--- config.mk ---
export PLATFORM = sky130hd
export DESIGN_NAME = gregorian_to_jalali_date
export DESIGN_NICKNAME = d
export VERILOG_FILES = /design/src/sv/g2j_pkg.sv /design/src/sv/gregorian_to_jalali_date.sv
export VERILOG_INCLUDE_DIRS = /design/src /design/src/sv
export SDC_FILE = /design/constraint.sdc
export NUM_CORES = 1
export LEC_CHECK = 0
export BUFFER_PORTS_ARGS = -buffer_cell sky130_fd_sc_hd__buf_2
export CORE_MARGIN = 2
export CORE_UTILIZATION = 30
export DETAILED_ROUTE_END_ITERATION = 6
export SLEW_MARGIN = 10
export SYNTH_ARGS = -nofsm -noshare
export SYNTH_HDL_FRONTEND = slang
export SYNTH_SLANG_ARGS = --single-unit
--- constraint.sdc ---
create_clock -name clk -period 7.9 [get_ports clk]
set_input_delay 1.58 -clock clk [delete_from_list [all_inputs] [get_ports clk]]
set_output_delay 1.58 -clock clk [all_outputs]
set_load 0.01 [all_outputs]
--- src/sv/gregorian_to_jalali_date_defines.svh ---
// Assertion macros for the Gregorian to Jalali date converter.
// Used by gregorian_to_jalali_date.sv; expects clk and arst_n in scope.
`ifndef GREGORIAN_TO_JALALI_DATE_DEFINES_SVH
`define GREGORIAN_TO_JALALI_DATE_DEFINES_SVH

// Same-cycle implication, checked outside of reset.
`define G2J_ASSERT_NOW(label, ante, cons, msg) \
	label: assert property (@(posedge clk) disable iff (!arst_n) (ante) |-> (cons)) \
		else $error(msg);

// Next-cycle implication, checked outside of reset.
`define G2J_ASSERT_NEXT(label, ante, cons, msg) \
	label: assert property (@(posedge clk) disable iff (!arst_n) (ante) |=> (cons)) \
		else $error(msg);

`endif

--- src/sv/g2j_pkg.sv ---
// Package for the Gregorian to Jalali date converter: payload types,
// calendar constants and the two month tables. No dependencies.
`timescale 1ns / 1ps

package g2j_pkg;

	localparam int unsigned DATA_W = 24;

	// Input item as packed in tdata, first field in the highest bits.
	typedef struct packed {
		logic       pad;
		logic [4:0] day;
		logic [3:0] month;
		logic [13:0] year;
	} greg_date_t;

	// Result item as packed in tdata.
	typedef struct packed {
		logic       pad;
		logic [4:0] day;
		logic [3:0] month;
		logic [13:0] year;
	} jal_date_t;

	localparam logic [13:0] YEAR_BASE   = 14'd1600;
	localparam logic [13:0] YEAR_MIN    = 14'd1601;
	localparam logic [22:0] EPOCH_OFS   = 23'd79;
	localparam logic [14:0] CYCLE_DAYS  = 15'd12053;
	localparam logic [11:0] GROUP_DAYS  = 12'd1461;
	localparam logic [13:0] JAL_YEAR0   = 14'd979;
	localparam logic [13:0] CYCLE_YEARS = 14'd33;
	localparam logic [10:0] YEAR_DAYS   = 11'd365;
	localparam logic [10:0] LEAP_DAYS   = 11'd366;

	// Reciprocals for constant division; cycle and group ones underestimate
	// by at most one over the operand range, fixed by one compare-subtract.
	localparam logic [12:0] RECIP_100   = 13'd5243;   // exact floor, shift 19
	localparam logic [10:0] RECIP_CYCLE = 11'd1391;   // shift 24
	localparam logic [3:0]  RECIP_GROUP = 4'd11;      // shift 14

	// Days before the first of each Gregorian month in a common year.
	function automatic logic [8:0] greg_cum_days(input logic [3:0] mo);
		logic [8:0] r;
		unique case (mo)
			4'd0:    r = 9'd0;
			4'd1:    r = 9'd31;
			4'd2:    r = 9'd59;
			4'd3:    r = 9'd90;
			4'd4:    r = 9'd120;
			4'd5:    r = 9'd151;
			4'd6:    r = 9'd181;
			4'd7:    r = 9'd212;
			4'd8:    r = 9'd243;
			4'd9:    r = 9'd273;
			4'd10:   r = 9'd304;
			4'd11:   r = 9'd334;
			default: r = 9'd0;
		endcase
		return r;
	endfunction

	// Day of the Jalali year on which each month starts, counted from 0.
	function automatic logic [8:0] jal_month_start(input logic [3:0] mo);
		logic [8:0] r;
		unique case (mo)
			4'd0:    r = 9'd0;
			4'd1:    r = 9'd31;
			4'd2:    r = 9'd62;
			4'd3:    r = 9'd93;
			4'd4:    r = 9'd124;
			4'd5:    r = 9'd155;
			4'd6:    r = 9'd186;
			4'd7:    r = 9'd216;
			4'd8:    r = 9'd246;
			4'd9:    r = 9'd276;
			4'd10:   r = 9'd306;
			4'd11:   r = 9'd336;
			default: r = 9'd0;
		endcase
		return r;
	endfunction

endpackage

--- src/sv/gregorian_to_jalali_date.sv ---
// Gregorian to Jalali date converter, a twelve-stage pipeline.
// Depends on g2j_pkg and gregorian_to_jalali_date_defines.svh.
`timescale 1ns / 1ps
`include "gregorian_to_jalali_date_defines.svh"

// How to use this block:
// An input item is a Gregorian date on the s_axis channel, taken at a rising
// edge where s_axis_tvalid and s_axis_tready are both high. The matching
// Jalali date leaves on the m_axis channel, one result item per input item,
// in order. Years below 1601 are converted as 1601; a month of zero counts
// as January and one above twelve as December; the day is not checked
// against the month length and simply counts on from the first of the month.
// m_axis_tvalid rises when the item reaches the last stage, and the result item
// is taken at a rising edge where m_axis_tready is high.
// The pipeline takes one item per cycle while m_axis_tready does not hold it
// back; the work is split over twelve register stages, with the
// constant-reciprocal multipliers for the 33-year cycle and 4-year group
// each given a stage of its own and the century one sharing stage 2.
// Every stage has its own valid bit and advances when it is empty or when
// the stage after it advances, so a stall on m_axis_tready compresses any
// bubbles first and only then pushes back on s_axis_tready. Nothing is lost
// or repeated under stalls. Reset (arst_n low) empties every stage at once;
// the block has no configuration and no other state.
module gregorian_to_jalali_date
	import g2j_pkg::*;
(
	input  logic                clk,
	input  logic                arst_n,
	input  logic                s_axis_tvalid,
	output logic                s_axis_tready,
	// greg_year [13:0], greg_month [17:14], greg_day [22:18], zero [23]
	input  logic [DATA_W-1:0]   s_axis_tdata,
	output logic                m_axis_tvalid,
	input  logic                m_axis_tready,
	// jal_year [13:0], jal_month [17:14], jal_day [22:18], zero [23]
	output logic [DATA_W-1:0]   m_axis_tdata
);

	localparam int unsigned NSTAGE = 12;

	// Stage valid bits, reset to empty.
	logic v_s1, v_s2, v_s3, v_s4, v_s5, v_s6;
	logic v_s7, v_s8, v_s9, v_s10, v_s11, v_s12;
	logic [NSTAGE:1] vld;
	logic [NSTAGE:1] en;

	greg_date_t in_d;
	assign in_d = s_axis_tdata;

	// Stage 1: clamped year offset, month index and raw day.
	logic [13:0] yo_s1;
	logic [3:0]  mo_s1;
	logic [4:0]  day_s1;

	// Stage 2: the products and the small terms of the day count.
	logic [7:0]  qa_s2;          // floor(yo / 100)
	logic [13:0] yo_s2;
	logic [22:0] y365_s2;
	logic [12:0] c4_s2;
	logic [8:0]  cum_s2;         // month start plus day
	logic        leap4_s2;
	logic        late_s2;        // month past February

	// Stage 3: century terms resolved, main sum formed.
	logic [22:0] part_s3;
	logic [7:0]  c100_s3;
	logic [5:0]  c400_s3;
	logic        ladd_s3;

	// Stages 4 to 12.
	logic [22:0] dn_s4;
	logic [22:0] dn_s5;
	logic [8:0]  cq_s5;
	logic [14:0] r0_s6;
	logic [8:0]  cq_s6;
	logic [13:0] k1_s7;
	logic [8:0]  cyc_s7;
	logic [13:0] k1_s8;
	logic [8:0]  cyc_s8;
	logic [3:0]  gq_s8;
	logic [11:0] r1_s9;
	logic [8:0]  cyc_s9;
	logic [3:0]  gq_s9;
	logic [10:0] k2_s10;
	logic [8:0]  cyc_s10;
	logic [3:0]  g_s10;
	logic [13:0] jy_s11;
	logic [8:0]  k3_s11;
	jal_date_t   out_s12;

	// Combinational helpers.
	logic [26:0] qa_prod;
	logic [32:0] cq_prod;
	logic [17:0] gq_prod;
	logic        m100z;
	logic [7:0]  c100_c;
	logic [10:0] yk;
	logic [1:0]  yq;
	logic [3:0]  jm;
	logic [8:0]  jday;

	assign vld = {v_s12, v_s11, v_s10, v_s9, v_s8, v_s7, v_s6, v_s5, v_s4, v_s3, v_s2, v_s1};

	// A stage loads when it is empty or its item moves on.
	always_comb begin
		en[NSTAGE] = !vld[NSTAGE] || m_axis_tready;
		for (int i = NSTAGE - 1; i >= 1; i--) begin
			en[i] = !vld[i] || en[i+1];
		end
	end

	assign s_axis_tready = en[1];
	assign m_axis_tvalid = v_s12;
	assign m_axis_tdata  = out_s12;

	always_ff @(posedge clk or negedge arst_n) begin
		if (!arst_n) begin
			v_s1  <= 1'b0;
			v_s2  <= 1'b0;
			v_s3  <= 1'b0;
			v_s4  <= 1'b0;
			v_s5  <= 1'b0;
			v_s6  <= 1'b0;
			v_s7  <= 1'b0;
			v_s8  <= 1'b0;
			v_s9  <= 1'b0;
			v_s10 <= 1'b0;
			v_s11 <= 1'b0;
			v_s12 <= 1'b0;
		end else begin
			if (en[1])  v_s1  <= s_axis_tvalid;
			if (en[2])  v_s2  <= v_s1;
			if (en[3])  v_s3  <= v_s2;
			if (en[4])  v_s4  <= v_s3;
			if (en[5])  v_s5  <= v_s4;
			if (en[6])  v_s6  <= v_s5;
			if (en[7])  v_s7  <= v_s6;
			if (en[8])  v_s8  <= v_s7;
			if (en[9])  v_s9  <= v_s8;
			if (en[10]) v_s10 <= v_s9;
			if (en[11]) v_s11 <= v_s10;
			if (en[12]) v_s12 <= v_s11;
		end
	end

	// The year divided by 100 comes from a reciprocal product; the same
	// quotient gives both the mod-100 test and the rounded-up century counts,
	// since ceil(y/400) equals ceil(ceil(y/100)/4).
	assign qa_prod = 27'(yo_s1) * 27'(RECIP_100);
	assign m100z   = (15'(qa_s2) * 15'd100) == 15'(yo_s2);
	assign c100_c  = qa_s2 + 8'(!m100z);

	// Quotient estimates for the 33-year cycle and the 4-year group.
	assign cq_prod = 33'(dn_s4) * 33'(RECIP_CYCLE);
	assign gq_prod = 18'(k1_s7) * 18'(RECIP_GROUP);

	// Position inside a 4-year group: the first year has 366 days.
	always_comb begin
		yq = 2'd0;
		yk = k2_s10;
		if (k2_s10 >= LEAP_DAYS) begin
			if (k2_s10 - 11'd1 >= 11'd3 * YEAR_DAYS) begin
				yq = 2'd3;
				yk = k2_s10 - 11'd1 - 11'd3 * YEAR_DAYS;
			end else if (k2_s10 - 11'd1 >= 11'd2 * YEAR_DAYS) begin
				yq = 2'd2;
				yk = k2_s10 - 11'd1 - 11'd2 * YEAR_DAYS;
			end else begin
				yq = 2'd1;
				yk = k2_s10 - 11'd1 - YEAR_DAYS;
			end
		end
	end

	// Month: the last month whose start is not past the day of the year.
	always_comb begin
		jm = 4'd0;
		for (int i = 1; i < 12; i++) begin
			if (k3_s11 >= jal_month_start(4'(i))) begin
				jm = 4'(i);
			end
		end
		jday = k3_s11 - jal_month_start(jm) + 9'd1;
	end

	// Payload registers, no reset.
	always_ff @(posedge clk) begin
		if (en[1]) begin
			yo_s1  <= (in_d.year < YEAR_MIN) ? (YEAR_MIN - YEAR_BASE) : (in_d.year - YEAR_BASE);
			if (in_d.month == 4'd0) begin
				mo_s1 <= 4'd0;
			end else if (in_d.month > 4'd12) begin
				mo_s1 <= 4'd11;
			end else begin
				mo_s1 <= in_d.month - 4'd1;
			end
			day_s1 <= in_d.day;
		end
		if (en[2]) begin
			qa_s2    <= qa_prod[26:19];
			yo_s2    <= yo_s1;
			y365_s2  <= 23'(yo_s1) * 23'(YEAR_DAYS);
			c4_s2    <= 13'((15'(yo_s1) + 15'd3) >> 2);
			cum_s2   <= greg_cum_days(mo_s1) + 9'(day_s1);
			leap4_s2 <= (yo_s1[1:0] == 2'd0);
			late_s2  <= (mo_s1 > 4'd1);
		end
		if (en[3]) begin
			part_s3 <= y365_s2 + 23'(c4_s2) + 23'(cum_s2);
			c100_s3 <= c100_c;
			c400_s3 <= 6'((9'(c100_c) + 9'd3) >> 2);
			ladd_s3 <= late_s2 && leap4_s2 && (!m100z || (qa_s2[1:0] == 2'd0));
		end
		if (en[4]) begin
			// The day field counts from 1, hence one more than the epoch offset.
			dn_s4 <= part_s3 + 23'(c400_s3) + 23'(ladd_s3) - 23'(c100_s3)
				- (EPOCH_OFS + 23'd1);
		end
		if (en[5]) begin
			dn_s5 <= dn_s4;
			cq_s5 <= cq_prod[32:24];
		end
		if (en[6]) begin
			r0_s6 <= 15'(dn_s5 - 23'(cq_s5) * 23'(CYCLE_DAYS));
			cq_s6 <= cq_s5;
		end
		if (en[7]) begin
			if (r0_s6 >= CYCLE_DAYS) begin
				k1_s7  <= 14'(r0_s6 - CYCLE_DAYS);
				cyc_s7 <= cq_s6 + 9'd1;
			end else begin
				k1_s7  <= 14'(r0_s6);
				cyc_s7 <= cq_s6;
			end
		end
		if (en[8]) begin
			k1_s8  <= k1_s7;
			cyc_s8 <= cyc_s7;
			gq_s8  <= gq_prod[17:14];
		end
		if (en[9]) begin
			r1_s9  <= 12'(k1_s8 - 14'(gq_s8) * 14'(GROUP_DAYS));
			cyc_s9 <= cyc_s8;
			gq_s9  <= gq_s8;
		end
		if (en[10]) begin
			if (r1_s9 >= GROUP_DAYS) begin
				k2_s10 <= 11'(r1_s9 - GROUP_DAYS);
				g_s10  <= gq_s9 + 4'd1;
			end else begin
				k2_s10 <= 11'(r1_s9);
				g_s10  <= gq_s9;
			end
			cyc_s10 <= cyc_s9;
		end
		if (en[11]) begin
			jy_s11 <= JAL_YEAR0 + CYCLE_YEARS * 14'(cyc_s10) + 14'({g_s10, 2'b00})
				+ 14'(yq);
			k3_s11 <= 9'(yk);
		end
		if (en[12]) begin
			out_s12.pad   <= 1'b0;
			out_s12.year  <= jy_s11;
			out_s12.month <= jm + 4'd1;
			out_s12.day   <= 5'(jday);
		end
	end

	// A taken item always occupies the first stage on the next cycle.
	`G2J_ASSERT_NEXT(a_take_fills_s1, s_axis_tvalid && s_axis_tready, v_s1,
		"accepted item did not reach stage 1")
	// The 33-year remainder is reduced below CYCLE_DAYS after the correction step.
	`G2J_ASSERT_NOW(a_cycle_rem, v_s7, k1_s7 < 14'(CYCLE_DAYS),
		"33-year cycle remainder out of range")
	// Group remainder is reduced below one 4-year group.
	`G2J_ASSERT_NOW(a_group_rem, v_s10, k2_s10 < 11'(GROUP_DAYS),
		"4-year group remainder out of range")
	// A delivered month and day are never zero and the month never above twelve.
	`G2J_ASSERT_NOW(a_out_range, m_axis_tvalid,
		(out_s12.month != 4'd0) && (out_s12.month <= 4'd12) && (out_s12.day != 5'd0),
		"result month or day out of range")

endmodule

==> qor.yml, run 1 <==
yosys:
  ys_types: 82
  ys_seq_elements: 354
  synth_area_leader_cell: "edfxtp_1"
  synth_edf_count: 342
  synth_area_um2: 32600
  synthArstFlopShare_pct: 3.39
  ys_seq_area_share_pct: 32.4
  ys.flop_type: "edfxtp_1"
  synthCells: 2962
  yosysWarnings: 0
  synth_top_cells_by_area: "edfxtp_1 32%, ha_1 19%, fa_1 18%, inv_1 7.8%, xnor2_1 4.4%"
  syn_area_per_cell_um2: 11.0
  synth_top_area_share_pct: 31.5
  syn-num-nets: 3788
clocking:
  clk_latency_ns: 0.58
  cts-buffers-inserted: 41
  cts_hold_buffers: 0
  cts_tree: "built"
  cts_sinks: 354
  cts.clk_slew.worst_paths_ns: 0.06
  post_cts_resized: 0
  cts_setup_buffers: 0
  clock_path_buffers: 3
  h-tree-depth: 2
  root_buffer: "clkbuf_16"
sta:
  relSlewSlack_pct: 27.0
  period_share_pct: 80.1
  rsz0062_at_grt: "no"
  clock_skew_ns: 0.0210
  final_max_slew_viol_count: 0
  finalCriticalPeriod_ns: 6.33
  fin_tns_setup_ns: 0
  fmax_mhz: 158
  hold_viol: 0
  finalSetupViolCount: 0
  worst_slew_pin_slew_ns: 1.08
drt:
  top_layer_used: "met5"
  ant_nets: 0
  vias: 20000
  wl_met1_mm: 25.7
  routed-wl-met2_mm: 30.6
  drt-initial-drc-count: 810
  vias_per_cell: 4.46
  first_pass_iters: 5
  wire_per_inst_um: 13.4
  dr_wl_met3_mm: 2.23
  drt-total-wl_mm: 59.9
  drc_errors: 0
place:
  dp_hpwl_mm: 49.5
  io_buffers: 51
  gp_congestion: 0.839
finish:
  drive_above_1_share_pct: 5.53
  nFillCells: 10700
  nNetsFinal: 3867
  area_delta_synth_final_pct: 10.5
hold_path:
  min_from: "cyc_s8[2]"
  min_path_type: "flop to flop"
critical_path:
  required_ns: 8.22
  crit_slowest_cell: "or4b_1"
  startpoint_type: "flop"
  path_max_fanout: 10
  crit_start: "k2_s10[0]"
  end_kind: "flop"
  timing.rr.start: "k2_s10[0]"
  max_stage_delay_ns: 0.64
  worstPathCellList: "inv_1, ha_1, or4b_1, or3_4, and2_4, o41ai_4, a21o_2, and2_1, nor2_1, ha_1, xnor2_1, ha_1, o21bai_1, ha_1, inv_1, fa_1, nor2b_1, o21ai_0, a21boi_0, o21ai_0, a21boi_0, o21a_1, o21a_1, o311ai_0"
  cp_common_cell: "ha_1"
  path_buf_inv: 2
  path_delay_family: "compound AO/OA/AOI/OAI gates"
  crit_arrival_ns: 6.65
  critPathKind: "flop to flop"
floorplanning:
  die_h_um: 334
  initial_core_util_pct: 30.4
  io_pins: 54
  core-area_um2: 107000
  die_area_um2: 111000
  row_count: 120
  die_w_um: 334
grt:
  grt_use_total_pct: 11.2
  grt_max_degree: 69
  grt.overflow.total: 0
  grt_pass1_vias: 20700
  grt_first_pass_wirelength_mm: 102
  antenna_found_initial: 5
job:
  maxCapViolCount: 0
outcome:
  status: "finished, final reports clean"
[path summary, 6_finish.rpt]
check                           slack, ns          to  depth (start not counted)
worst max register to register       1.57  jy_s11[12]                         24
worst max-delay path                 1.57  jy_s11[12]                         24
worst min-delay path                 0.42   cyc_s9[2]                          0
max in group asynchronous            6.71        v_s3                          1
min in group asynchronous            0.91        v_s9                          1
worst min register to register       0.42   cyc_s9[2]                          0
[cell usage in the layout (no fill, tap or decap), types with 26 or more instances in the layout]
master and n:
inv_1 675, ha_1 499, edfxtp_1 342, fa_1 299, xnor2_1 163, nor2_1 110, a21oi_1 106, nand2_1 102
o21ai_0 85, xor2_1 58, nor3_1 53, buf_2 51, a21o_1 41, clkbuf_16 41, nand3_1 39, nand2b_1 31
nor2b_1 26
[cells by family after synthesis]
group	share of synthesized area, %
AOI/OAI and AO/OA	8.00
xor gates and xnor gates	5.94
adders and majority gates	37.5
buffers and inverters	8.09
DFF	32.4
muxes	0.495
other	0.0115
and+or+nand+nor	7.49
[layout make-up]
class	instances	area [µm²]	area share (%)
Tap cell	1403	1760	4.87
Sequential cell	354	10600	29.4
Inverter	675	2530	7.04
Clock inverter	27	339	0.942
Antenna cell	4	10.0	0.0278
Timing Repair Buffer	59	315	0.876
Multi-Input combinational cell	1910	19400	53.9
Clock buffer	49	1090	3.02
[state kept, by name, summed over array words and instances, names as in the netlist, 13 cells and up]
register,cells
yo_s2,14
m_axis_tdata,23
r0_s6,15
y365_s2,21
c4_s2,13
jy_s11,14
k1_s7,14
dn_s5,15
yo_s1,14
part_s3,23
dn_s4,23
[stage by stage]
stage | cells | util (%) | cell area (µm²) | hold slack, ns | setup WS (ns)
3_5_place_dp | 4401 | 32.2 | 34600 | 0.405 | 1.60
6_report | 4481 | 33.5 | 36000 | 0.416 | 1.57
4_1_cts | 4477 | 33.5 | 36000 | 0.418 | 1.58
5_1_grt | 4477 | 33.5 | 36000 | 0.423 | 0.953
2_1_floorplan | 2962 | - | 32600 | 0.400 | 1.61
3_3_place_gp | 4401 | 32.2 | 34600 | 0.404 | 1.54
[cells in the mapped netlist (17+ instances only)]
library cell and number:
nand2b_1 31, inv_1 675, nor2_1 110, nand4_1 17, xor2_1 58, xnor2_1 163, a211oi_1 17, edfxtp_1 342
nor2b_1 26, nand2_1 102, nand3_1 41, a21oi_1 106, a21o_1 41, ha_1 499, or2_2 19, and3_1 21
nor3_1 53, o21ai_0 85, clkbuf_1 18, fa_1 299
[routing by layer]
| layer | vias to the layer above | GRT usage (%) |
|---|---|---|
| li1 | 10100 | - |
| met1 | 9621 | 13.4 |
| met2 | 224 | 20.6 |
| met3 | 88 | 1.76 |
| met4 | 2 | 3.17 |
| met5 | - | 0 |
Power of run 1 is left out: the tool's default activity adds up to more than one toggle a clock period on the data nets, which glitch-free logic cannot reach.
==> run 2: changes to the inputs <==
Clock period 7.9 ns to 6.1 ns, I/O delays scaled along.
==> run 2 against run 1 <==
Effect of this change: maximum frequency increased by 12%; die area unchanged; clock skew increased by 0.0077 ns; critical endpoint unchanged; flip-flop and latch count unchanged; largest cell class unchanged; critical path depth decreased by 1; final area increased by 0.41%.
==> qor.yml, run 2 (same netlist as run 1, synthesis figures left out) <==
outcome:
  status: "finished, final reports clean"
finish:
  multi_input_area_um2: 19400
  final_common_cell: "inv_1"
  layout_common_cells: "675 x inv_1, 499 x ha_1, 342 x edfxtp_1, 299 x fa_1, 163 x xnor2_1"
  nFillCells: 10600
  final_util_pct: 33.7
  nNetsFinal: 3894
  area_delta_synth_final_pct: 11.0
  regArea_um2: 10600
  drive_above_1_share_pct: 6.25
drt:
  first_pass_iters: 5
  drc_errors: 0
  drt-initial-drc-count: 951
  ant_nets: 0
  dr_wl_met3_mm: 2.13
  vias_per_cell: 4.45
  drt-total-wl_mm: 60.8
  routed-wl-met2_mm: 30.6
  wire_per_inst_um: 13.5
  vias: 20100
  top_layer_used: "met5"
  wl_met1_mm: 26.9
place:
  io_buffers: 51
  post-place-ws_ns: 0.210
  gp_congestion: 0.855
  dp_hpwl_mm: 50.3
grt:
  grt.overflow.total: 0
  grt_max_degree: 69
  grt_use_total_pct: 11.4
  grt_first_pass_wirelength_mm: 104
  grt_pass1_vias: 21100
  antenna_found_initial: 4
sta:
  fin_worst_hold_slack_ns: 0.416
  hold_viol: 0
  clock_skew_ns: 0.0287
  relSlewSlack_pct: 21.4
  finalCriticalPeriod_ns: 5.65
  finalSetupViolCount: 0
  final_max_slew_viol_count: 0
  fmax_mhz: 177
  rsz0062_at_grt: "no"
  worst_slew_pin_slew_ns: 1.18
  fin_tns_setup_ns: 0
  setup_slack_ns: 0.455
  period_share_pct: 92.5
critical_path:
  required_ns: 6.42
  cp_common_cell: "ha_1"
  path_max_fanout: 7
  crit_arrival_ns: 5.96
  path_delay_family: "compound AO/OA/AOI/OAI gates"
  max_stage_delay_ns: 0.54
  path_buf_inv: 3
  end_kind: "flop"
  startpoint_type: "flop"
  critPathKind: "flop to flop"
  crit_slowest_cell: "or4b_4"
  worstPathCellList: "inv_1, ha_1, or4b_4, o41a_1, or3_1, a2111oi_4, buf_4, a21oi_2, nor2_1, ha_1, xor2_1, ha_1, ha_1, inv_1, fa_1, nor2b_1, o21ai_0, a21boi_1, o21ai_1, a21boi_1, o21a_1, o21a_1, o311ai_0"
job:
  maxCapViolCount: 0
clocking:
  cts_sinks: 354
  cts.clk_slew.worst_paths_ns: 0.06
  cts-buffers-inserted: 43
  clock_path_buffers: 3
  root_buffer: "clkbuf_16"
  cts_hold_buffers: 0
  clk_latency_ns: 0.60
  cts_tree: "built"
  h-tree-depth: 2
floorplanning:
  io_pins: 54
  initial_core_util_pct: 30.4
  die_w_um: 334
  die_area_um2: 111000
  row_count: 120
  core-area_um2: 107000
  die_h_um: 334
hold_path:
  min_path_type: "flop to flop"
[run 2: cell count changes in the layout (fill, tap and decap cells not counted), sizes merged]
cell	before	now
buf	59	84
bufinv	6	3
clkbuf	49	47
clkinv	13	19
clkinvlp	2	6
diode	4	1
inv	681	679
[run 2: repair_timing]
action	4_1_cts	5_1_grt
endpoints found under the setup margin	0	2
gates resized for setup	0	4
setup buffers	0	0
[run 2: worst register-to-register path, stage by stage, from the launching register on]
cell	delay [ns]
edfxtp_1	0.47
inv_1	0.16
ha_1	0.25
or4b_4	0.54
o41a_1	0.40
or3_1	0.37
a2111oi_4	0.22
buf_4	0.20
a21oi_2	0.05
nor2_1	0.18
ha_1	0.29
xor2_1	0.17
ha_1	0.29
ha_1	0.17
inv_1	0.05
fa_1	0.39
nor2b_1	0.12
o21ai_0	0.10
a21boi_1	0.21
o21ai_1	0.10
a21boi_1	0.19
o21a_1	0.18
o21a_1	0.15
o311ai_0	0.12
[run 2: final timing paths]
kind                                 from    endpoint  slack [ns]  depth (start not counted)
max in group asynchronous          arst_n        v_s1        5.30                          1
min in group asynchronous          arst_n       v_s11        0.53                          1
worst max register to register  k2_s10[1]  jy_s11[12]        0.45                         23
worst max-delay path            k2_s10[1]  jy_s11[12]        0.45                         23
worst min register to register  cyc_s9[0]  cyc_s10[0]        0.42                          0
worst min-delay path            cyc_s9[0]  cyc_s10[0]        0.42                          0
[run 2: metrics by stage]
step,instances,cell area (µm²)
2_1_floorplan,2962,32600
3_3_place_gp,4426,34800
3_5_place_dp,4426,34800
4_1_cts,4505,36200
5_1_grt,4505,36200
6_report,4506,36200
[run 2: routing by layer]
layer  up-vias  GRT usage, %
met5         -             0
met4         6          2.68
met3        75          1.79
met2       225          20.8
met1      9631          14.0
li1      10100             -
[run 2: final cells by class]
class | count | share of cell area (%)
flip-flops and latches | 354 | 29.2
inverters | 675 | 7.01
diodes | 1 | 0.00692
well taps | 1403 | 4.85
repair buffers | 84 | 1.39
multi-input cells | 1910 | 53.7
clock buffers | 47 | 3.05
clock inverters | 32 | 0.806
Power of run 2 is left out for the same reason.
==> run 3: changes to the inputs <==
Settings changed: RECOVER_POWER set to 25.
==> run 3 against run 2 <==
Effect of this change: worst hold slack about the same; clock skew hardly changed; final cell count barely moved; highest routed layer unchanged; non-clock buffer count did not move; clock-buffer cell count stayed put; register-to-register slack got worse by 0.03 ns; utilization about the same; flip-flop and latch count unchanged; largest cell class unchanged.
==> qor.yml, run 3 (same netlist as run 1, synthesis figures left out) <==
outcome:
  status: "finished, final reports clean"
critical_path:
  worstPathCellList: "clkbuf_1, ha_1, inv_1, fa_1, fa_1, inv_1, ha_1, inv_1, fa_1, inv_1, ha_1, a21oi_1, a2bb2oi_1, nand4b_1, o2111ai_1, a21oi_1, or3_1, a21o_1, xor2_1"
  path_max_fanout: 6
  cp_common_cell: "inv_1"
  cp_num_cells: 19
  end_kind: "flop"
  required_ns: 6.41
  critPathKind: "flop to flop"
  timing.rr.start: "yo_s1[8]"
  startpoint_type: "flop"
  r2r_cells: 19
  crit_slowest_cell: "edfxtp_1"
  path_buf_inv: 5
  crit_arrival_ns: 5.99
  crit_start: "yo_s1[8]"
  path_delay_family: "adder cells"
  max_stage_delay_ns: 0.54
finish:
  drive_above_1_share_pct: 5.87
  final_common_cell: "inv_1"
  area_delta_synth_final_pct: 10.8
  antenna_cells: 0
  final_util_pct: 33.6
  layout_common_cells: "675 x inv_1, 499 x ha_1, 342 x edfxtp_1, 299 x fa_1, 163 x xnor2_1"
  nNetsFinal: 3894
  nFillCells: 10700
  multi_input_area_um2: 19400
  regArea_um2: 10600
sta:
  final_max_slew_viol_count: 0
  worst_slew_pin_slew_ns: 1.35
  fmax_mhz: 176
  period_share_pct: 93.1
  finalSetupViolCount: 0
  fin_tns_setup_ns: 0
  clock_skew_ns: 0.0287
  setup_slack_ns: 0.422
  hold_viol: 0
  relSlewSlack_pct: 9.68
  rsz0062_at_grt: "no"
  finalCriticalPeriod_ns: 5.68
clocking:
  cts-buffers-inserted: 43
  cts.clk_slew.worst_paths_ns: 0.06
  cts_sinks: 354
  cts_setup_buffers: 0
  h-tree-depth: 2
  clock_path_buffers: 3
  clk_latency_ns: 0.60
  root_buffer: "clkbuf_16"
  cts_tree: "built"
place:
  gp_congestion: 0.855
  io_buffers: 51
  dp_hpwl_mm: 50.3
  post-place-ws_ns: 0.210
hold_path:
  min_from: "cyc_s9[0]"
  min_path_type: "flop to flop"
  hold_depth: 0
floorplanning:
  die_w_um: 334
  io_pins: 54
  row_count: 120
  initial_core_util_pct: 30.4
  die_h_um: 334
  die_area_um2: 111000
  core-area_um2: 107000
drt:
  drc_errors: 0
  wire_per_inst_um: 13.5
  drt-total-wl_mm: 60.8
  first_pass_iters: 5
  ant_nets: 0
  vias: 20100
  vias_per_cell: 4.46
  drt-initial-drc-count: 975
grt:
  grt_first_pass_wirelength_mm: 104
  grt_max_degree: 69
  grt.overflow.total: 0
  antenna_found_initial: 4
  grt_use_total_pct: 11.4
  grt_pass1_vias: 21100
job:
  maxCapViolCount: 0
==> run 3: changes by cell type in the layout (fill, tap and decap cells not counted), sizes merged <==
cell    previous run  this run
diode              1         0
buf               84        72
clkbuf            47        59
==> run 3: per-layer routing <==
metal | wire length (µm) | GRT usage, %
met1 | 27000 | 14.0
met3 | 2120 | 1.79
met5 | 41 | 0
met2 | 30600 | 20.8
met4 | 1050 | 2.68
==> run 3: stage by stage <==
step	area, µm²	std cells	hold slack, ns
floorplan	32600	2962	0.400
global placement	34800	4426	0.404
detailed placement	34800	4426	0.405
CTS	36200	4505	0.419
global route	36100	4505	0.421
finish	36100	4505	0.416
==> run 3: worst paths after layout <==
path | endpoint | slack (ns)
worst min-delay path | cyc_s10[0] | 0.42
worst max register to register | qa_s2[6] | 0.42
max in group asynchronous | v_s1 | 4.88
worst max-delay path | qa_s2[6] | 0.42
min in group asynchronous | v_s11 | 0.71
worst min register to register | cyc_s10[0] | 0.42
==> run 3: layout make-up <==
cell class / count / share of cell area, %
multi-input cells: 1910 / 53.7
flip-flops and latches: 354 / 29.3
clock buffers: 47 / 3.05
repair buffers: 84 / 1.28
inverters: 675 / 7.02
clock inverters: 32 / 0.807
well taps: 1403 / 4.86
==> run 3: repair_timing <==
item | CTS | global route
setup endpoints to repair | 0 | 2
hold buffers | 0 | 0
hold endpoints to repair | 0 | 0
gates resized for setup | 0 | 4
Power of run 3 is left out for the same reason.
